[config.mk]
export PLATFORM = sky130hd
export DESIGN_NAME = delimited_part_range_finder
export DESIGN_NICKNAME = d
export VERILOG_FILES = /design/src/rtl/core/dprf_pkg.sv /design/src/rtl/core/dprf_cfg.sv /design/src/rtl/core/dprf_core.sv /design/src/rtl/core/dprf_outq.sv /design/src/rtl/core/delimited_part_range_finder.sv
export SDC_FILE = /design/constraint.sdc
export NUM_CORES = 1
export LEC_CHECK = 0
export ABC_CLOCK_PERIOD_IN_PS = 7750
export BUFFER_PORTS_ARGS = -buffer_cell sky130_fd_sc_hd__buf_2
export CORE_UTILIZATION = 55
export CTS_BUF_LIST = sky130_fd_sc_hd__clkbuf_4
export CTS_CLUSTER_SIZE = 30
export DETAILED_ROUTE_END_ITERATION = 6
export HOLD_SLACK_MARGIN = 0.15
export MAX_ROUTING_LAYER = met4
export PLACE_DENSITY = 0.86
export RECOVER_POWER = 100
export REMOVE_ABC_BUFFERS = 1
export SYNTH_ARGS = -nofsm -noshare
export SYNTH_HDL_FRONTEND = slang
export SYNTH_SLANG_ARGS = --single-unit
[constraint.sdc]
create_clock -name clk -period 7.75 [get_ports clk]
set_input_delay 1.1625 -clock clk [delete_from_list [all_inputs] [get_ports clk]]
set_output_delay 1.1625 -clock clk [all_outputs]
set_load 0.01 [all_outputs]
[src/rtl/core/dprf_pkg.sv]
package dprf_pkg;

  // Fixed limits of the splitter.
  localparam int MAX_PARTS           = 4;
  localparam int MAX_BUFFER_BYTES    = 65536;
  localparam int MAX_DELIMITER_BYTES = 8;

  // Field widths.
  localparam int POS_W  = 17;
  localparam int PART_W = 2;
  localparam int LEN_W  = 4;
  localparam int DATA_W = 64;
  localparam int ADDR_W = 4;

  // Result queue sizing; one input byte can produce two results.
  localparam int OUTQ_DEPTH = 4;
  localparam int OUTQ_PTR_W = $clog2(OUTQ_DEPTH);
  localparam int OUTQ_CNT_W = $clog2(OUTQ_DEPTH + 1);

  // Register indexes, taken from the 8-byte aligned address.
  localparam logic REG_DELIM_BYTES  = 1'b0;
  localparam logic REG_DELIM_LENGTH = 1'b1;

  typedef struct packed {
    logic [7:0] data_byte;
    logic       end_of_buffer;
  } byte_item_t;

  typedef struct packed {
    logic [PART_W-1:0] part_number;
    logic [POS_W-1:0]  range_start;
    logic [POS_W-1:0]  range_end;
    logic              final_part;
    logic              length_overflow;
  } part_item_t;

  // Results handed from the compute stage to the result queue.
  typedef struct packed {
    logic [1:0] count;
    part_item_t first;
    part_item_t second;
  } push_t;

endpackage

[src/rtl/core/dprf_cfg.sv]
module dprf_cfg (
  input  logic                         clk,
  input  logic                         rst,
  input  logic                         psel,
  input  logic                         penable,
  input  logic                         pwrite,
  input  logic [dprf_pkg::ADDR_W-1:0]  paddr,
  input  logic [dprf_pkg::DATA_W-1:0]  pwdata,
  output logic [dprf_pkg::DATA_W-1:0]  prdata,
  output logic                         pready,
  output logic [63:0]                  delimiter_bytes,
  output logic [dprf_pkg::LEN_W-1:0]   delimiter_length,
  output logic                         cfg_write
);

  logic reg_sel;

  assign pready    = 1'b1;
  assign reg_sel   = paddr[3];
  assign cfg_write = psel && penable && pwrite && pready;

  always_ff @(posedge clk) begin
    if (rst) begin
      delimiter_bytes  <= '0;
      delimiter_length <= dprf_pkg::LEN_W'(1);
    end else if (cfg_write) begin
      unique case (reg_sel)
        dprf_pkg::REG_DELIM_BYTES:  delimiter_bytes  <= pwdata;
        dprf_pkg::REG_DELIM_LENGTH: delimiter_length <= pwdata[dprf_pkg::LEN_W-1:0];
        default: ;
      endcase
    end
  end

  always_comb begin
    unique case (reg_sel)
      dprf_pkg::REG_DELIM_BYTES:  prdata = delimiter_bytes;
      dprf_pkg::REG_DELIM_LENGTH: prdata = {{(dprf_pkg::DATA_W-dprf_pkg::LEN_W){1'b0}},
                                            delimiter_length};
      default:                    prdata = '0;
    endcase
  end

endmodule

[src/rtl/core/dprf_core.sv]
module dprf_core (
  input  logic                        clk,
  input  logic                        rst,
  input  logic                        byte_valid,
  output logic                        byte_stall,
  input  dprf_pkg::byte_item_t        byte_data,
  input  logic                        room,
  input  logic [63:0]                 delimiter_bytes,
  input  logic [dprf_pkg::LEN_W-1:0]  delimiter_length,
  input  logic                        cfg_write,
  output dprf_pkg::push_t             push
);

  localparam logic [dprf_pkg::POS_W-1:0] POS_LIMIT =
    dprf_pkg::POS_W'(dprf_pkg::MAX_BUFFER_BYTES);
  localparam logic [dprf_pkg::LEN_W-1:0] LEN_MAX =
    dprf_pkg::LEN_W'(dprf_pkg::MAX_DELIMITER_BYTES);
  localparam logic [dprf_pkg::PART_W:0] LAST_PART =
    (dprf_pkg::PART_W+1)'(dprf_pkg::MAX_PARTS - 1);

  // Input register.
  logic                 in_q_valid;
  dprf_pkg::byte_item_t in_q;
  logic                 advance;

  // Scan state.
  logic [dprf_pkg::LEN_W-1:0]  match_count, match_count_next;
  logic [dprf_pkg::POS_W-1:0]  byte_position, byte_position_next;
  logic [dprf_pkg::POS_W-1:0]  current_part_start, current_part_start_next;
  logic [dprf_pkg::PART_W-1:0] current_part_number, current_part_number_next;
  logic                        overflow_seen, overflow_seen_next;

  logic [7:0][7:0]             delim;
  logic [dprf_pkg::LEN_W-1:0]  dlen;
  logic                        at_limit;
  logic                        ovf;
  logic [dprf_pkg::POS_W-1:0]  pos;
  logic [dprf_pkg::POS_W-1:0]  pos_end;
  logic                        match_enable;
  logic [dprf_pkg::LEN_W-1:0]  mc_base;
  logic [dprf_pkg::LEN_W-1:0]  mc_hit;
  logic                        matched;
  logic [dprf_pkg::PART_W-1:0] part_after;
  logic [dprf_pkg::POS_W-1:0]  start_after;
  dprf_pkg::part_item_t        res_delim;
  dprf_pkg::part_item_t        res_end;

  assign advance    = in_q_valid && room;
  assign byte_stall = in_q_valid && !room;
  assign delim      = delimiter_bytes;

  always_ff @(posedge clk) begin
    if (rst) begin
      in_q_valid <= 1'b0;
    end else if (byte_valid && !byte_stall) begin
      in_q_valid <= 1'b1;
    end else if (advance) begin
      in_q_valid <= 1'b0;
    end
  end

  always_ff @(posedge clk) begin
    if (byte_valid && !byte_stall) begin
      in_q <= byte_data;
    end
  end

  always_comb begin
    if (delimiter_length == '0) begin
      dlen = dprf_pkg::LEN_W'(1);
    end else if (delimiter_length > LEN_MAX) begin
      dlen = LEN_MAX;
    end else begin
      dlen = delimiter_length;
    end

    // Past the position range the offset saturates at the last byte.
    at_limit = byte_position >= POS_LIMIT;
    ovf      = overflow_seen || at_limit;
    pos      = at_limit ? POS_LIMIT - dprf_pkg::POS_W'(1) : byte_position;
    pos_end  = pos + dprf_pkg::POS_W'(1);
    byte_position_next = at_limit ? POS_LIMIT : byte_position + dprf_pkg::POS_W'(1);

    // The last permitted part takes no delimiters.
    match_enable = !ovf &&
                   ((dprf_pkg::PART_W+1)'(current_part_number) < LAST_PART);

    mc_base = (match_count >= dlen) ? '0 : match_count;
    if (in_q.data_byte == delim[mc_base[2:0]]) begin
      mc_hit = mc_base + dprf_pkg::LEN_W'(1);
    end else if (in_q.data_byte == delim[0]) begin
      mc_hit = dprf_pkg::LEN_W'(1);
    end else begin
      mc_hit = '0;
    end
    matched = match_enable && (mc_hit == dlen);

    res_delim.part_number     = current_part_number;
    res_delim.range_start     = current_part_start;
    res_delim.range_end       = pos_end - dprf_pkg::POS_W'(dlen);
    res_delim.final_part      = 1'b0;
    res_delim.length_overflow = ovf;

    part_after  = matched ? current_part_number + dprf_pkg::PART_W'(1)
                          : current_part_number;
    start_after = matched ? pos_end : current_part_start;

    res_end.part_number     = part_after;
    res_end.range_start     = start_after;
    res_end.range_end       = pos_end;
    res_end.final_part      = 1'b1;
    res_end.length_overflow = ovf;

    push.first  = matched ? res_delim : res_end;
    push.second = res_end;
    if (!advance) begin
      push.count = 2'd0;
    end else begin
      push.count = {1'b0, matched} + {1'b0, in_q.end_of_buffer};
    end

    if (in_q.end_of_buffer) begin
      match_count_next         = '0;
      byte_position_next       = '0;
      current_part_start_next  = '0;
      current_part_number_next = '0;
      overflow_seen_next       = 1'b0;
    end else begin
      match_count_next         = (matched || !match_enable) ? '0 : mc_hit;
      current_part_start_next  = start_after;
      current_part_number_next = part_after;
      overflow_seen_next       = ovf;
    end
  end

  always_ff @(posedge clk) begin
    if (rst) begin
      match_count         <= '0;
      byte_position       <= '0;
      current_part_start  <= '0;
      current_part_number <= '0;
      overflow_seen       <= 1'b0;
    end else begin
      if (advance) begin
        byte_position       <= byte_position_next;
        current_part_start  <= current_part_start_next;
        current_part_number <= current_part_number_next;
        overflow_seen       <= overflow_seen_next;
      end
      if (cfg_write) begin
        match_count <= '0;
      end else if (advance) begin
        match_count <= match_count_next;
      end
    end
  end

endmodule

[src/rtl/core/dprf_outq.sv]
module dprf_outq (
  input  logic                  clk,
  input  logic                  rst,
  input  dprf_pkg::push_t       push,
  output logic                  room,
  output logic                  part_valid,
  input  logic                  part_stall,
  output dprf_pkg::part_item_t  part_data
);

  dprf_pkg::part_item_t               entries [dprf_pkg::OUTQ_DEPTH];
  logic [dprf_pkg::OUTQ_PTR_W-1:0]    wr_ptr;
  logic [dprf_pkg::OUTQ_PTR_W-1:0]    rd_ptr;
  logic [dprf_pkg::OUTQ_CNT_W-1:0]    count;
  logic [dprf_pkg::OUTQ_PTR_W-1:0]    wr_ptr_second;
  logic                               pop;

  assign part_valid    = count != '0;
  assign part_data     = entries[rd_ptr];
  assign pop           = part_valid && !part_stall;
  assign room          = count <= dprf_pkg::OUTQ_CNT_W'(dprf_pkg::OUTQ_DEPTH - 2);
  assign wr_ptr_second = wr_ptr + dprf_pkg::OUTQ_PTR_W'(1);

  always_ff @(posedge clk) begin
    if (push.count != 2'd0) begin
      entries[wr_ptr] <= push.first;
    end
    if (push.count == 2'd2) begin
      entries[wr_ptr_second] <= push.second;
    end
  end

  always_ff @(posedge clk) begin
    if (rst) begin
      wr_ptr <= '0;
      rd_ptr <= '0;
      count  <= '0;
    end else begin
      wr_ptr <= wr_ptr + dprf_pkg::OUTQ_PTR_W'(push.count);
      if (pop) begin
        rd_ptr <= rd_ptr + dprf_pkg::OUTQ_PTR_W'(1);
      end
      count <= count + dprf_pkg::OUTQ_CNT_W'(push.count)
                     - dprf_pkg::OUTQ_CNT_W'(pop);
    end
  end

endmodule

[src/rtl/core/delimited_part_range_finder.sv]
// A transferred byte is captured in the input register, then scanned and its results written into the result
// queue, whose head entry drives the output.
// Throughput: one byte per cycle; a byte that closes two parts needs two result transfers,
// and the four-entry result queue stalls input while fewer than two entries are free.
// Reset (rst, synchronous, active high) empties the input register and the result queue,
// clears the scan state, and sets the delimiter to one zero byte.
module delimited_part_range_finder (
  input  logic                         clk,
  input  logic                         rst,
  input  logic                         byte_valid,
  output logic                         byte_stall,
  input  dprf_pkg::byte_item_t         byte_data,
  output logic                         part_valid,
  input  logic                         part_stall,
  output dprf_pkg::part_item_t         part_data,
  input  logic                         psel,
  input  logic                         penable,
  input  logic                         pwrite,
  input  logic [dprf_pkg::ADDR_W-1:0]  paddr,
  input  logic [dprf_pkg::DATA_W-1:0]  pwdata,
  output logic [dprf_pkg::DATA_W-1:0]  prdata,
  output logic                         pready
);

  // The block has three parts. The register file holds the delimiter bytes
  // (address 0) and the delimiter length (address 8). The core registers each
  // byte transfer, then compares it against the delimiter byte picked by the
  // match count and, once the queue has room, updates the position and part
  // state, producing zero, one or two part ranges. Those ranges go into a small
  // queue that feeds the output channel one transfer at a time, so a stalled
  // result never blocks the byte that follows it unless the queue is nearly full.

  logic [63:0]                 delimiter_bytes;
  logic [dprf_pkg::LEN_W-1:0]  delimiter_length;
  logic                        cfg_write;
  logic                        room;
  dprf_pkg::push_t             push;

  dprf_cfg u_cfg (
    .clk              (clk),
    .rst              (rst),
    .psel             (psel),
    .penable          (penable),
    .pwrite           (pwrite),
    .paddr            (paddr),
    .pwdata           (pwdata),
    .prdata           (prdata),
    .pready           (pready),
    .delimiter_bytes  (delimiter_bytes),
    .delimiter_length (delimiter_length),
    .cfg_write        (cfg_write)
  );

  // Any register write also restarts the match count.
  dprf_core u_core (
    .clk              (clk),
    .rst              (rst),
    .byte_valid       (byte_valid),
    .byte_stall       (byte_stall),
    .byte_data        (byte_data),
    .room             (room),
    .delimiter_bytes  (delimiter_bytes),
    .delimiter_length (delimiter_length),
    .cfg_write        (cfg_write),
    .push             (push)
  );

  dprf_outq u_outq (
    .clk        (clk),
    .rst        (rst),
    .push       (push),
    .room       (room),
    .part_valid (part_valid),
    .part_stall (part_stall),
    .part_data  (part_data)
  );

endmodule
Word-level counts from Yosys, hierarchy flattened
Memory sizes are Yosys's and may differ from the RTL's. A register that Yosys moved wholly into a read port is not among the register bits.
Cells that the tools add are included.
- bits in registers: 126
- RAM bits: 152
- input port bits: 84
- output and inout bits: 105
- logic and storage cells: 86
- memories kept: 1
- memories (memory ; depth ; width ; rd ports ; clocked after Yosys merged registers in ; write ports ; line ; text):
    u_outq.entries ; 4 ; 38 ; 1 ; 1 ; 2 ; dprf_outq.sv:11 ; dprf_pkg::part_item_t entries [dprf_pkg::OUTQ_DEPTH];
- add/sub/neg operators: 11
- magnitude comparators: 6
- equal/unequal tests: 4
- mux-type cells: 28
- bitwise logic cells: 1
- reduce and logical (&&, ||, !) cells: 22
- operators by type and width (cell ; count):
    $pmux W64 S2 ; 1
    $mux W17 ; 5
    $mux W38 ; 1
    $add A17 B1 Y17 const B ; 2
    $bmux W8 S3 ; 1
    $mux W4 ; 6
    $ge A17 B17 Y1 const B ; 1
    $sub A17 B4 Y17 ; 1
    $eq A8 B8 Y1 ; 2
    $mux W2 ; 5
    $logic_and A1 B1 Y1 ; 8
    $mux W1 ; 8
    $mux W8 ; 1
    $add A2 B1 Y2 const B ; 3
    $logic_not A1 Y1 ; 5
    $add A4 B1 Y4 const B ; 1
    $eq A4 B4 Y1 ; 1
    $ge A4 B4 Y1 ; 1
    $gt A4 B4 Y1 const B ; 1
    $logic_not A4 Y1 ; 1
    $lt A3 B4 Y1 const B ; 1
    $reduce_and A2 Y1 ; 2
    $reduce_bool A2 Y1 ; 2
    $add A3 B2 Y3 ; 1
    other kinds (10) ; 11

Logic depth before layout (Yosys ltp)
Gate-level depths: netlist of the first run.
- depth after elaboration: 16
- gate-level depth with buffers: 27
- depth with buffers taken out: 21

Hierarchy
From an unflattened synthesis of the first run, not the netlist that was laid out.
- cell total of the unflattened synthesis: 1298
- area total of the unflattened synthesis: 15613.7 um^2
- modules (own cells, without submodules) (module ; instances ; cells each ; area each (um^2) ; seq. area each (um^2)):
    dprf_outq ; 1 ; 422 ; 7950.1 ; 4744.6
    dprf_core ; 1 ; 510 ; 4180.3 ; 1111.1
    dprf_cfg ; 1 ; 366 ; 3483.3 ; 1361.3

Worst setup path before layout of the first run
Ideal clock, no wire load.
- kind: reg2reg
- from: reg u_core.match_count[0] (netlist name)
- to: mem u_outq.entries[0][6] (netlist name) (data pin)
- setup time: 267 ps
- arrival time: 6101 ps
- required time: 7483 ps
- path slack: 1382 ps
- stages on the path, launching flop included: 25
- buffers on the path: 7
- period minus slack after synthesis: 6368 ps
- cells stage by stage: dfxtp_1 buf_4 buf_4 buf_6 buf_2 inv_1 ha_1 nor3b_4 o211ai_2 a221o_1 a21oi_2 o311ai_1 a2111oi_4 and2_1 buf_6 mux2i_2 nor2_4 ha_1 o21ai_0 or3_1 clkbuf_1 clkbuf_1 nand2_1 o311ai_1 o21ai_1
- RTL lines (item ; line ; text):
    start: declaration ; dprf_core.sv:27 ; logic [dprf_pkg::LEN_W-1:0] match_count, match_count_next;
    start signal: assignment ; dprf_core.sv:153 ; match_count <= match_count_next;
    end: declaration ; dprf_outq.sv:11 ;

==> qor.csv, run 1 <==
stage,metric,value,unit
run_status,status,finished with violations,
run_status,violations in the final reports,"max-capacitance violations, max-slew violations",
synth,post-synthesis sequential area ratio,48.1,%
placement,GPL Wtd Cong,0.938,
synth,synth unique cells,82,
layout,most frequent standard cell in the layout excluding fill and tap cells,sky130_fd_sc_hd__nand2_1,
worst_setup_path,count of buffer and inverter cells on the critical path,1,
clock_tree,hold-fix buffer count after cts,0,
synth,number of warning messages in the yosys log,0,
floorplan,starting density of the core,56.6,%
global_routing,overflow left after global routing,0,
placement,Area after DPL,16000,sq um
worst_hold_path,Hold Path Depth,2,
synth,post-synthesis register bit count,280,
synth,"top cells by area, synth","sky130_fd_sc_hd__edfxtp_1 32%, sky130_fd_sc_hd__dfxtp_1 17%, sky130_fd_sc_hd__mux4_2 6.0%, sky130_fd_sc_hd__a22o_1 5.0%, sky130_fd_sc_hd__nand2_1 4.9%",
floorplan,area of the die,27800,sq um
worst_setup_path,critical path's slowest cell,sky130_fd_sc_hd__clkbuf_2,
sta,worst hold margin,0.466,ns
clock_tree,number of H-tree levels,3,
clock_tree,TritonCTS buffer count,72,
clock_tree,# resized after CTS,0,
sta,part of the cycle the worst path needs,92.6,%
routing,number of iterations in the first detailed-routing pass,6,
clock_tree,Sink Count,280,
clock_tree,CTS Buffer Depth,3,
layout,layout cells sized above 1,17.8,%
floorplan,Std-Cell Core Area,26400,sq um
worst_setup_path,number of cells on the worst reg-to-reg path,18,
synth,area share of the leading cell type in the synthesized netlist,31.6,%
global_routing,maximum number of pins on one net before global-route repair,77,
worst_setup_path,biggest cell delay along the critical path,0.92,ns
layout,area overhead of the layout relative to synthesis,12.6,%
layout,final standard cell area without fillers,16800,sq um
routing,DRC violation count after routing,0,
sta,Hold Fails Final Rpt,0,
routing,Routed Antenna Nets,0,
worst_setup_path,Worst setup startpoint,u_cfg.delimiter_length[1],
synth,average size of a mapped cell,10.3,sq um
pwr,static leakage power,5.70,nW
placement,DPL Wire Length,27500,microns
worst_setup_path,CP Capture Type,register,
layout,Util after Layout,63.7,%
sta,setup_tns,0,ns
floorplan,number of primary I/O pins,189,
pwr,maximum vdd drop,0.000146,V
worst_setup_path,Worst path most repeated cell,sky130_fd_sc_hd__nor2_1,
global_routing,GRT Util Overall,30.7,%
synth,cell type with the largest total area after synthesis,sky130_fd_sc_hd__edfxtp_1,
worst_setup_path,arrival time reported for the critical path endpoint,7.43,ns
global_routing,antenna violations before repair,1,
sta,worst-margin pin slew,3.41,ns
worst_setup_path,WP data required,8.00,ns
worst_setup_path,worst setup slack for register-to-register paths,0.57,ns
sta,setup violators final,0,
worst_setup_path,Crit path max-delay family,simple AND/OR/NAND/NOR gates,
clock_tree,Post CTS Setup Buffer Count,0,
worst_setup_path,"critical path, cell by cell",nor2_1 > nor2_1 > nor2_1 > ha_1 > nor3b_4 > o21a_1 > a22oi_1 > a222oi_1 > nand4b_1 > nor3_2 > and2_0 > mux2i_2 > nor2_1 > ha_1 > nor2_1 > nand2_1 > nand2_1 > clkbuf_2,
pwr,power per unit of standard cell area,214,nW/um^2
clock_tree,CTS tree,done,
worst_setup_path,startpoint of the worst register-to-register path,u_cfg.delimiter_length[1],
synth,area of the mapped netlist,14900,sq um
sta,count of final max-slew check failures,170,
clock_tree,cell chosen for the clock root,sky130_fd_sc_hd__clkbuf_4,
worst_hold_path,Min-Delay Path Class,reg -> reg,
worst_setup_path,category of the critical setup timing path,reg -> reg,
clock_tree,clock latency reported for the late side of the worst-skew pair,0.69,ns
pwr,total power consumption of the routed design,3.59,mW
routing,DR iter-0 viols,1936,
synth,number of enable-type register cells in the synthesized netlist,157,
layout,fill cell count,2096,
floorplan,Cell Rows,59,
clock_tree,clock-pin slew reported for the worst setup and hold paths after clock tree synthesis,0.06,ns
routing,DRT Wirelength,41800,microns
worst_setup_path,startpoint class of the critical path,register,
worst_setup_path,worst r2r dst,u_outq.entries[2][0],
sta,maximum clock rate,0.139,GHz
global_routing,global-route wire length before repair,66100,microns
synth,Post-synth ARST share,0,%
layout,"commonest cells after routing, fill and taps aside","196 x sky130_fd_sc_hd__nand2_1, 157 x sky130_fd_sc_hd__edfxtp_1, 121 x sky130_fd_sc_hd__dfxtp_1, 111 x sky130_fd_sc_hd__clkbuf_4, 109 x sky130_fd_sc_hd__clkbuf_1",
run,reported max-cap violation count,4,
sta,normalized max-slew margin,-127,%
floorplan,die height,167,microns
sta,Final Critical Period,7.18,ns
layout,layout net count,1731,
synth,main flop type after synthesis,sky130_fd_sc_hd__edfxtp_1,
worst_setup_path,maximum fanout along the worst path,38,
floorplan,horizontal die dimension,167,microns
synth,Syn Inst Count,1451,
routing,detailed-route via count,13000,
worst_hold_path,Hold Startpoint,u_cfg.delimiter_bytes[47],
global_routing,number of global-route vias before repair,12800,
sta,setup skew after layout,0.0636,ns
placement,count of buffers from port buffering,184,
routing,via density per instance,6.46,
routing,DR WL/cell,20.7,microns
sta,setup repair after global routing missed its margin,no,
worst_hold_path,"Endpoint, Worst Hold",u_cfg.delimiter_bytes[47],
worst min-delay path, cell delays in order, from the launching register on:
cell,delay (ns)
sky130_fd_sc_hd__dfxtp_1,0.32
sky130_fd_sc_hd__nand2_1,0.05
sky130_fd_sc_hd__a21oi_1,0.05
synth_stat cells (7+ instances only):
master                     count
sky130_fd_sc_hd__and2_1        9
sky130_fd_sc_hd__nand2b_1     10
sky130_fd_sc_hd__dfxtp_1     123
sky130_fd_sc_hd__a22oi_1      13
sky130_fd_sc_hd__ha_1         18
sky130_fd_sc_hd__or2_2        10
sky130_fd_sc_hd__or4_1         9
sky130_fd_sc_hd__xnor2_1      18
sky130_fd_sc_hd__nor3_1       15
sky130_fd_sc_hd__nor2_1       74
sky130_fd_sc_hd__buf_2         9
sky130_fd_sc_hd__o21ai_1       8
sky130_fd_sc_hd__o32ai_1      15
sky130_fd_sc_hd__o21ai_0      51
sky130_fd_sc_hd__nor2b_1      70
sky130_fd_sc_hd__and3_1        7
sky130_fd_sc_hd__clkbuf_1     88
sky130_fd_sc_hd__a22o_1       85
sky130_fd_sc_hd__mux2i_1      17
sky130_fd_sc_hd__a221o_1       7
sky130_fd_sc_hd__nand2_1     196
sky130_fd_sc_hd__mux4_2       40
sky130_fd_sc_hd__o22ai_1       9
sky130_fd_sc_hd__a21oi_1     106
sky130_fd_sc_hd__xor2_1       20
sky130_fd_sc_hd__mux2_2       10
sky130_fd_sc_hd__or3_1        22
sky130_fd_sc_hd__nand3_1      25
sky130_fd_sc_hd__inv_1        25
sky130_fd_sc_hd__o211ai_1     16
sky130_fd_sc_hd__nand4_1      13
sky130_fd_sc_hd__a21o_1        7
sky130_fd_sc_hd__a31oi_1      33
sky130_fd_sc_hd__edfxtp_1    157
sequential cells by signal, summed over array words and instances (netlist names), 3 cells and up, named ones only:
| register | cells |
|---|---|
| u_cfg.delimiter_bytes | 64 |
| u_cfg.delimiter_length | 4 |
| u_core.byte_position | 17 |
| u_core.current_part_start | 17 |
| u_core.in_q | 9 |
| u_core.match_count | 4 |
| u_outq.count | 3 |
| u_outq.entries | 152 |
how the worst max path moves through the flow:
stage                                        to  depth (start not counted)  slack (ns)
after floorplan            u_outq.entries[1][6]                         17        1.27
after global placement    u_outq.entries[1][31]                         18        1.22
after detailed placement   u_outq.entries[0][6]                         20        1.05
after CTS                 u_outq.entries[1][32]                         18        1.08
after global routing       u_outq.entries[2][0]                         18        0.19
final                      u_outq.entries[2][0]                         18        0.57
where the power goes:
| group | switching, mW | internal (mW) |
|---|---|---|
| clock network | 0.611 | 0.689 |
| logic | 0.351 | 0.276 |
| registers | 0.0507 | 1.61 |
| total | 1.01 | 2.58 |
layout make-up:
| type | count | area [sq um] | share of cell area [%] |
|---|---|---|---|
| clock inverters | 18 | 114 | 0.678 |
| repair buffers | 212 | 975 | 5.80 |
| multi-input cells | 1035 | 7170 | 42.7 |
| diodes | 1 | 2.50 | 0.0149 |
| inverters | 26 | 97.6 | 0.581 |
| flip-flops and latches | 280 | 7180 | 42.8 |
| clock buffers | 111 | 833 | 4.96 |
| well taps | 335 | 419 | 2.50 |
routing by layer:
| metal | share of wire (%) | up-vias | wire [microns] | global-route usage (%) |
|---|---|---|---|---|
| li1 | - | 5865 | - | - |
| met1 | 38 | 6154 | 15700 | 37.0 |
| met2 | 48 | 848 | 20100 | 49.9 |
| met4 | 3.7 | 0 | 1550 | 13.7 |
| met5 | 0 | - | 0 | - |
| met3 | 10 | 165 | 4370 | 6.44 |
logic make-up (layout without fill, tap and decap cells):
| group | count (synthesis) | count (layout) | share of synthesized area, % |
|---|---|---|---|
| buf+inv | 136 | 367 | 3.72 |
| simple gates | 485 | 485 | 16.0 |
| mux | 70 | 70 | 8.18 |
| compound gates | 420 | 420 | 19.8 |
| fa+ha+maj | 20 | 20 | 1.78 |
| xor+xnor | 39 | 39 | 2.38 |
| other cells | 1 | 2 | 0.0251 |
| flops | 280 | 280 | 48.1 |
through the flow:
stage,setup slack [ns],instances
2_1_floorplan,1.27,1341
3_3_place_gp,1.22,1888
3_5_place_dp,1.05,1888
4_1_cts,1.08,2017
5_1_grt,0.192,2018
6_report,0.573,2018
(Power assumes the default switching activity.)
==> run 2: changes to the inputs <==
Settings changed: CORE_MARGIN set to 5.
==> run 2 against run 1 <==
Net effect: clock power is 3% higher; fmax grew 1.6%; worst hold slack hardly changed; sequential power barely moved; the flow still finishes with violations (max-capacitance violations, max-slew violations); sequential share of layout area is 0.14 points lower; global-route usage is 2.5 points lower; first-iteration DRC count down 5.0%; power grew 1.3%; non-clock buffer count rose by 1; utilization fell by 0.87 points; final cell count increased by 0.89%; cell area rose by 0.31%.
==> qor.csv, run 2 (synthesized netlist as in run 1, its figures left out) <==
stage,metric,value,unit,change
worst_setup_path,arrival time reported for the critical path endpoint,7.36,ns,-0.07 ns
worst_hold_path,"Endpoint, Worst Hold",u_cfg.delimiter_bytes[37],,
floorplan,area of the die,30500,sq um,+9.8%
pwr,internal power summed over all cells,2.59,mW,+0.57%
sta,Hold Fails Final Rpt,0,,unchanged
worst_setup_path,biggest cell delay along the critical path,0.95,ns,+0.03 ns
clock_tree,number of H-tree levels,3,,unchanged
pwr,sequential fraction of design power,45.3,%,-1.0 points
pwr,maximum vdd drop,0.000147,V,+1.0%
run_status,status,finished with violations,,
clock_tree,clock-pin slew reported for the worst setup and hold paths after clock tree synthesis,0.06,ns,about the same
global_routing,overflow left after global routing,0,,unchanged
placement,DPL Wire Length,28400,microns,+3.0%
clock_tree,# resized after CTS,0,,unchanged
worst_setup_path,Worst path most repeated cell,sky130_fd_sc_hd__nor2_1,,
floorplan,Cell Rows,60,,+1.7%
placement,GPL Wtd Cong,0.969,,+3.3%
worst_hold_path,Hold Startpoint,u_cfg.delimiter_bytes[37],,
floorplan,Std-Cell Core Area,26800,sq um,+1.7%
sta,worst-margin pin slew,3.53,ns,+0.126 ns
worst_setup_path,number of cells on the worst reg-to-reg path,18,,unchanged
clock_tree,TritonCTS buffer count,74,,+2.8%
layout,register bank with the most flops,u_outq.entries,,
global_routing,maximum number of pins on one net before global-route repair,68,,-12%
worst_setup_path,"critical path, cell by cell",nor2_1 > nor2_1 > nor2_1 > ha_1 > nor3b_4 > o21a_1 > a22oi_1 > a222oi_1 > nand4b_1 > nor3_2 > and2_0 > mux2i_2 > nor2_1 > ha_1 > nor2_1 > nand2_1 > nand2_1 > clkbuf_2,,
floorplan,number of primary I/O pins,189,,unchanged
clock_tree,hold-fix buffer count after cts,0,,unchanged
clock_tree,CTS tree,done,,
sta,setup skew after layout,0.0756,ns,+0.0120 ns
sta,normalized max-slew margin,-136,%,-8.4 points
routing,detailed-route via count,13100,,+0.22%
routing,DR WL/cell,20.9,microns,+0.76%
placement,"number of placed instances, taps included",1895,,+0.37%
layout,area used by sequential logic in the layout,7180,sq um,about the same
clock_tree,clock latency reported for the late side of the worst-skew pair,0.74,ns,+0.05 ns
sta,setup violators final,0,,unchanged
layout,area overhead of the layout relative to synthesis,12.9,%,
worst_setup_path,startpoint class of the critical path,register,,
clock_tree,cell chosen for the clock root,sky130_fd_sc_hd__clkbuf_4,,
routing,Routed Antenna Nets,0,,unchanged
routing,DR iter-0 viols,1839,,-5.0%
pwr,relative contribution of the clock network to total power,36.9,%,+0.7 points
pwr,static leakage power,5.71,nW,+0.16%
layout,layout cells sized above 1,17.9,%,+0.023 points
sta,setup_tns,0,ns,unchanged
layout,number of flip-flops under the largest register name,152,,unchanged
global_routing,global-route wire length before repair,68000,microns,+3.0%
sta,count of final max-slew check failures,255,,+50%
worst_setup_path,maximum fanout along the worst path,38,,unchanged
run,reported max-cap violation count,5,,+1
layout,registers with the most flip-flops,"u_outq.entries: 152 flops, u_cfg.delimiter_bytes: 64 flops",,
worst_setup_path,WP data required,8.05,ns,+0.05 ns
pwr,Combinational Power Share,17.8,%,+0.3 points
worst_setup_path,worst r2r dst,u_outq.entries[2][8],,
worst_hold_path,Hold Path Depth,2,,unchanged
routing,DRC violation count after routing,0,,unchanged
worst_setup_path,CP Capture Type,register,,
layout,layout net count,1734,,+0.17%
pwr,net switching component of the power,1.04,mW,+3.3%
global_routing,GRT Util Overall,28.2,%,-2.5 points
floorplan,horizontal die dimension,175,microns,+4.8%
pwr,power per unit of standard cell area,216,nW/um^2,+1.0%
clock_tree,CTS Buffer Depth,3,,unchanged
sta,setup repair after global routing missed its margin,no,,
routing,DRT Wirelength,42500,microns,+1.7%
clock_tree,Sink Count,280,,unchanged
pwr,Sw Share,28.7,%,+0.54 points
floorplan,starting density of the core,55.6,%,-0.94 points
layout,area of the multi-input gates,7170,sq um,about the same
sta,Final Critical Period,7.06,ns,-0.114 ns
clock_tree,Post CTS Setup Buffer Count,0,,unchanged
sta,maximum clock rate,0.142,GHz,+1.6%
floorplan,die height,175,microns,+4.8%
layout,Final Instance Count excl. Fillers,2036,,+0.89%
placement,count of buffers from port buffering,184,,unchanged
layout,fill cell count,2158,,+3.0%
worst_setup_path,worst setup slack for register-to-register paths,0.69,ns,+0.11 ns
routing,number of iterations in the first detailed-routing pass,7,,+1
worst_setup_path,startpoint of the worst register-to-register path,u_cfg.delimiter_length[1],,
worst_hold_path,Min-Delay Path Class,reg -> reg,,
layout,"commonest cells after routing, fill and taps aside","196 x sky130_fd_sc_hd__nand2_1, 157 x sky130_fd_sc_hd__edfxtp_1, 122 x sky130_fd_sc_hd__dfxtp_1, 112 x sky130_fd_sc_hd__clkbuf_1, 111 x sky130_fd_sc_hd__clkbuf_4",,
run_status,violations in the final reports,"max-capacitance violations, max-slew violations",,
global_routing,antenna violations before repair,3,,+2
routing,via density per instance,6.42,,-0.66%
worst_setup_path,category of the critical setup timing path,reg -> reg,,
sta,part of the cycle the worst path needs,91.1,%,-1.5 points
layout,most frequent standard cell in the layout excluding fill and tap cells,sky130_fd_sc_hd__nand2_1,,
global_routing,number of global-route vias before repair,13000,,+1.5%
worst_setup_path,critical path's slowest cell,sky130_fd_sc_hd__clkbuf_2,,
run 2: changes by cell type in the layout (fill, tap and decap cells not counted), sizes merged:
cell,before,now
clkbuf,227,228
clkinvlp,1,3
diode,1,4
clkinv,15,18
inv,27,30
run 2: how the worst max path moves through the flow:
stage                              start               endpoint
6_report       u_cfg.delimiter_length[1]   u_outq.entries[2][8]
3_5_place_dp   u_cfg.delimiter_length[1]  u_outq.entries[1][20]
3_3_place_gp   u_cfg.delimiter_length[1]  u_outq.entries[1][26]
4_1_cts        u_cfg.delimiter_length[1]  u_outq.entries[1][30]
2_1_floorplan      u_core.match_count[0]   u_outq.entries[1][6]
5_1_grt        u_cfg.delimiter_length[1]  u_outq.entries[2][10]
run 2: area by class of cell:
| class | instances | share of cell area [%] |
|---|---|---|
| multi-input cells | 1035 | 42.6 |
| clock buffers | 111 | 4.95 |
| inverters | 26 | 0.579 |
| well taps | 341 | 2.53 |
| flip-flops and latches | 280 | 42.6 |
| repair buffers | 213 | 5.74 |
| clock inverters | 26 | 0.966 |
| diodes | 4 | 0.0594 |
run 2: metrics by stage:
step           hold slack, ns  instance area (sq um)  utilization, %  setup WS, ns  power, mW
3_3_place_gp            0.441                  16000            59.8          1.22       2.32
2_1_floorplan           0.431                  14500               -          1.27       2.10
4_1_cts                 0.465                  17000            63.5          1.07       3.67
6_report                0.466                  16800            62.8         0.687       3.64
3_5_place_dp            0.455                  16000            59.8          1.14       2.34
5_1_grt                 0.483                  16800            62.8         0.303       3.80
run 2: layer usage:
| metal | share of wire, % | track usage, % |
|---|---|---|
| met2 | 48 | 45.3 |
| met3 | 10 | 5.60 |
| met1 | 38 | 35.3 |
| met5 | 0 | - |
| met4 | 3.7 | 11.4 |
run 2: worst max-delay path, delay by kind of cell, from the launching register on:
family                   cells  cell delay (ns)
flip-flops                   1             0.44
adder cells (fa/ha/maj)      2             0.76
buffers and inverters        1             0.95
AO/OA/AOI/OAI                3             1.10
multiplexers                 1             0.51
AND/OR/NAND/NOR             11             2.86
run 2: power groups by stage:
stage               combinational (mW)  clock [mW]  sequential, mW
detailed placement               0.659           0            1.68
global placement                 0.647           0            1.67
global route                     0.708        1.44            1.65
CTS                              0.662        1.36            1.64
finish                           0.648        1.34            1.65
floorplan                        0.382           0            1.71
==> run 3: changes to the inputs <==
Settings changed: ABC_AREA set to 1.
==> run 3 against run 2 <==
Net effect: sequential share of layout area grew 0.076 points; power grew 3.0%; sequential cell count is the same; cell area shrank 0.18%; via count grew 12%; the flow still finishes with violations (max-capacitance violations, max-slew violations); final cell count grew 24%; non-clock buffer count grew 4; routed wire length grew 1.8%.
==> qor.csv, run 3 <==
stage,metric,value,unit,change
floorplan,horizontal die dimension,175,microns,about the same
worst_hold_path,Min-Delay Path Class,reg -> reg,,
run,reported max-cap violation count,5,,unchanged
worst_setup_path,arrival time reported for the critical path endpoint,7.71,ns,+0.35 ns
synth,average size of a mapped cell,7.66,sq um,-26%
floorplan,Cell Rows,60,,unchanged
pwr,power per unit of standard cell area,223,nW/um^2,+3.2%
floorplan,Std-Cell Core Area,26900,sq um,+0.28%
clock_tree,clock-pin slew reported for the worst setup and hold paths after clock tree synthesis,0.06,ns,about the same
synth,post-synthesis sequential area ratio,48.1,%,-0.052 points
layout,area used by sequential logic in the layout,7180,sq um,unchanged
layout,final standard cell area without fillers,16800,sq um,-0.18%
clock_tree,hold-fix buffer count after cts,0,,unchanged
layout,fill cell count,2303,,+6.7%
global_routing,GRT Util Overall,28.0,%,-0.24 points
routing,DRT Wirelength,43200,microns,+1.8%
layout,registers with the most flip-flops,"u_outq.entries: 152 flops, u_cfg.delimiter_bytes: 64 flops",,
worst_setup_path,Worst path most repeated cell,sky130_fd_sc_hd__nand2_1,,
floorplan,die height,175,microns,about the same
layout,register bank with the most flops,u_outq.entries,,
sta,setup violators final,0,,unchanged
sta,setup skew after layout,0.0536,ns,-0.0219 ns
global_routing,number of global-route vias before repair,14300,,+10%
routing,number of iterations in the first detailed-routing pass,6,,-1
sta,Final Critical Period,7.16,ns,+0.0955 ns
worst_setup_path,startpoint class of the critical path,register,,
routing,DR iter-0 viols,1524,,-17%
global_routing,global-route wire length before repair,68600,microns,+0.89%
worst_setup_path,maximum fanout along the worst path,23,,-39%
placement,count of buffers from port buffering,184,,unchanged
synth,post-synthesis register bit count,280,,unchanged
clock_tree,Sink Count,280,,unchanged
floorplan,number of primary I/O pins,189,,unchanged
clock_tree,TritonCTS buffer count,73,,-1.4%
placement,Area after DPL,16000,sq um,about the same
sta,worst-case setup margin in the final layout,0.592,ns,-0.0955 ns
sta,normalized max-slew margin,-122,%,+13 points
floorplan,starting density of the core,55.6,%,-0.095 points
synth,Post-synth ARST share,0,%,unchanged
routing,via density per instance,5.82,,-9.3%
clock_tree,clock latency reported for the late side of the worst-skew pair,0.68,ns,-0.06 ns
synth,top post-synthesis cells by count,"474 x sky130_fd_sc_hd__nand2_1, 202 x sky130_fd_sc_hd__nor2_1, 183 x sky130_fd_sc_hd__inv_1, 174 x sky130_fd_sc_hd__o21ai_0, 157 x sky130_fd_sc_hd__edfxtp_1",,
routing,detailed-route via count,14700,,+12%
placement,GPL Wtd Cong,0.899,,-7.2%
layout,layout net count,2228,,+28%
synth,area of the mapped netlist,14900,sq um,+0.11%
worst_setup_path,CP Capture Type,register,,
clock_tree,Post CTS Setup Buffer Count,0,,unchanged
run_status,status,finished with violations,,
routing,DRC violation count after routing,0,,unchanged
synth,Syn Inst Count,1950,,+34%
run_status,violations in the final reports,"max-capacitance violations, max-slew violations",,
global_routing,antenna violations before repair,4,,+1
worst_setup_path,WP data required,8.31,ns,+0.26 ns
synth,"top cells by area, synth","sky130_fd_sc_hd__edfxtp_1 32%, sky130_fd_sc_hd__dfxtp_1 16%, sky130_fd_sc_hd__nand2_1 12%, sky130_fd_sc_hd__o21ai_0 5.8%, sky130_fd_sc_hd__nor2_1 5.1%",,
sta,worst-margin pin slew,3.34,ns,-0.198 ns
sta,count of final max-slew check failures,336,,+32%
clock_tree,# resized after CTS,0,,unchanged
synth,number of warning messages in the yosys log,0,,unchanged
clock_tree,cell chosen for the clock root,sky130_fd_sc_hd__clkbuf_4,,
placement,DPL Wire Length,27100,microns,-4.6%
floorplan,area of the die,30500,sq um,+0.10%
layout,number of flip-flops under the largest register name,152,,unchanged
worst_setup_path,biggest cell delay along the critical path,0.72,ns,-0.23 ns
worst_hold_path,Hold Path Depth,2,,unchanged
layout,"commonest cells after routing, fill and taps aside","474 x sky130_fd_sc_hd__nand2_1, 202 x sky130_fd_sc_hd__nor2_1, 181 x sky130_fd_sc_hd__inv_1, 174 x sky130_fd_sc_hd__o21ai_0, 157 x sky130_fd_sc_hd__edfxtp_1",,
clock_tree,CTS Buffer Depth,3,,unchanged
layout,area overhead of the layout relative to synthesis,12.6,%,
worst_setup_path,number of cells on the worst reg-to-reg path,38,,+20
layout,area of the multi-input gates,6530,sq um,-8.9%
worst_setup_path,critical path's slowest cell,sky130_fd_sc_hd__nand2_1,,
sta,Hold Fails Final Rpt,0,,unchanged
sta,part of the cycle the worst path needs,92.4,%,+1.2 points
synth,cell type with the largest total area after synthesis,sky130_fd_sc_hd__edfxtp_1,,
placement,worst-case setup slack after placement,0.754,ns,-0.382 ns
routing,Routed Antenna Nets,0,,unchanged
synth,synth unique cells,42,,-49%
global_routing,overflow left after global routing,0,,unchanged
clock_tree,number of H-tree levels,3,,unchanged
synth,most instantiated library cell after synthesis,sky130_fd_sc_hd__nand2_1,,
layout,layout cells sized above 1,11.3,%,-6.6 points
pwr,maximum vdd drop,0.000128,V,-13%
synth,number of enable-type register cells in the synthesized netlist,157,,unchanged
clock_tree,CTS tree,done,,
synth,area share of the leading cell type in the synthesized netlist,31.6,%,-0.034 points
global_routing,maximum number of pins on one net before global-route repair,128,,+88%
pwr,static leakage power,6.93,nW,+21%
routing,DR WL/cell,17.1,microns,-18%
worst_setup_path,category of the critical setup timing path,reg -> reg,,
sta,setup repair after global routing missed its margin,no,,
layout,most frequent standard cell in the layout excluding fill and tap cells,sky130_fd_sc_hd__nand2_1,,
sta,maximum clock rate,0.140,GHz,-1.3%
synth,main flop type after synthesis,sky130_fd_sc_hd__edfxtp_1,,
[run 3: metal layers]
layer  vias to the layer above  routed length, microns  GRT usage, %
li1                       6988                       -             -
met1                      6622                   16600          33.2
met2                       914                   20500          45.7
met3                       151                    4800          7.12
met4                         0                    1340          11.5
met5                         -                       0             -
[run 3: power by group]
part / leakage [nW] / internal [mW] / total [mW] / switching, mW
registers: 2.61 / 1.62 / 1.65 / 0.0287
clock network: 0.558 / 0.689 / 1.30 / 0.611
logic: 3.76 / 0.246 / 0.794 / 0.548
total: 6.93 / 2.56 / 3.74 / 1.19
[run 3: stage by stage]
stage	hold slack [ns]	power, mW	TNS [ns]	instances	util (%)
floorplan	0.439	2.16	-9.68	1832	-
global placement	0.451	2.44	0	2390	59.7
detailed placement	0.455	2.47	0	2390	59.7
CTS	0.465	3.76	0	2518	63.1
global route	0.480	3.93	0	2522	62.6
finish	0.465	3.74	0	2522	62.6
[run 3: path summary, 6_finish.rpt]
| path | slack (ns) | startpoint | endpoint |
|---|---|---|---|
| worst max-delay path | 0.59 | u_cfg.delimiter_length[1] | u_outq.entries[3][1] |
| worst min register to register | 0.46 | u_core.current_part_start[10] | u_core.current_part_start[10] |
| worst max register to register | 0.59 | u_cfg.delimiter_length[1] | u_outq.entries[3][1] |
| worst min-delay path | 0.46 | u_core.current_part_start[10] | u_core.current_part_start[10] |
[run 3: kinds of logic after synthesis]
kind of cell,share of synthesized area (%)
fa+ha+maj,1.78
flops,48.1
xor+xnor,1.76
compound gates,16.0
buf+inv,8.15
simple gates,24.2
other cells,0.0251
[run 3: worst max-delay path, delay by kind of cell, from the launching register on]
kind            cells  cell delay (ns)
buf+inv            10             2.35
flops               1             0.33
compound gates      2             0.51
simple gates       24             3.21
fa+ha+maj           2             0.64
[run 3: layout make-up]
class / instances / share of cell area [%]
sequential: 280 / 42.7
multi-input combinational: 1360 / 38.8
timing repair buffer: 217 / 6.05
clock buffer: 112 / 5.00
inverter: 192 / 4.29
tap: 341 / 2.54
clock inverter: 16 / 0.514
antenna: 4 / 0.0595
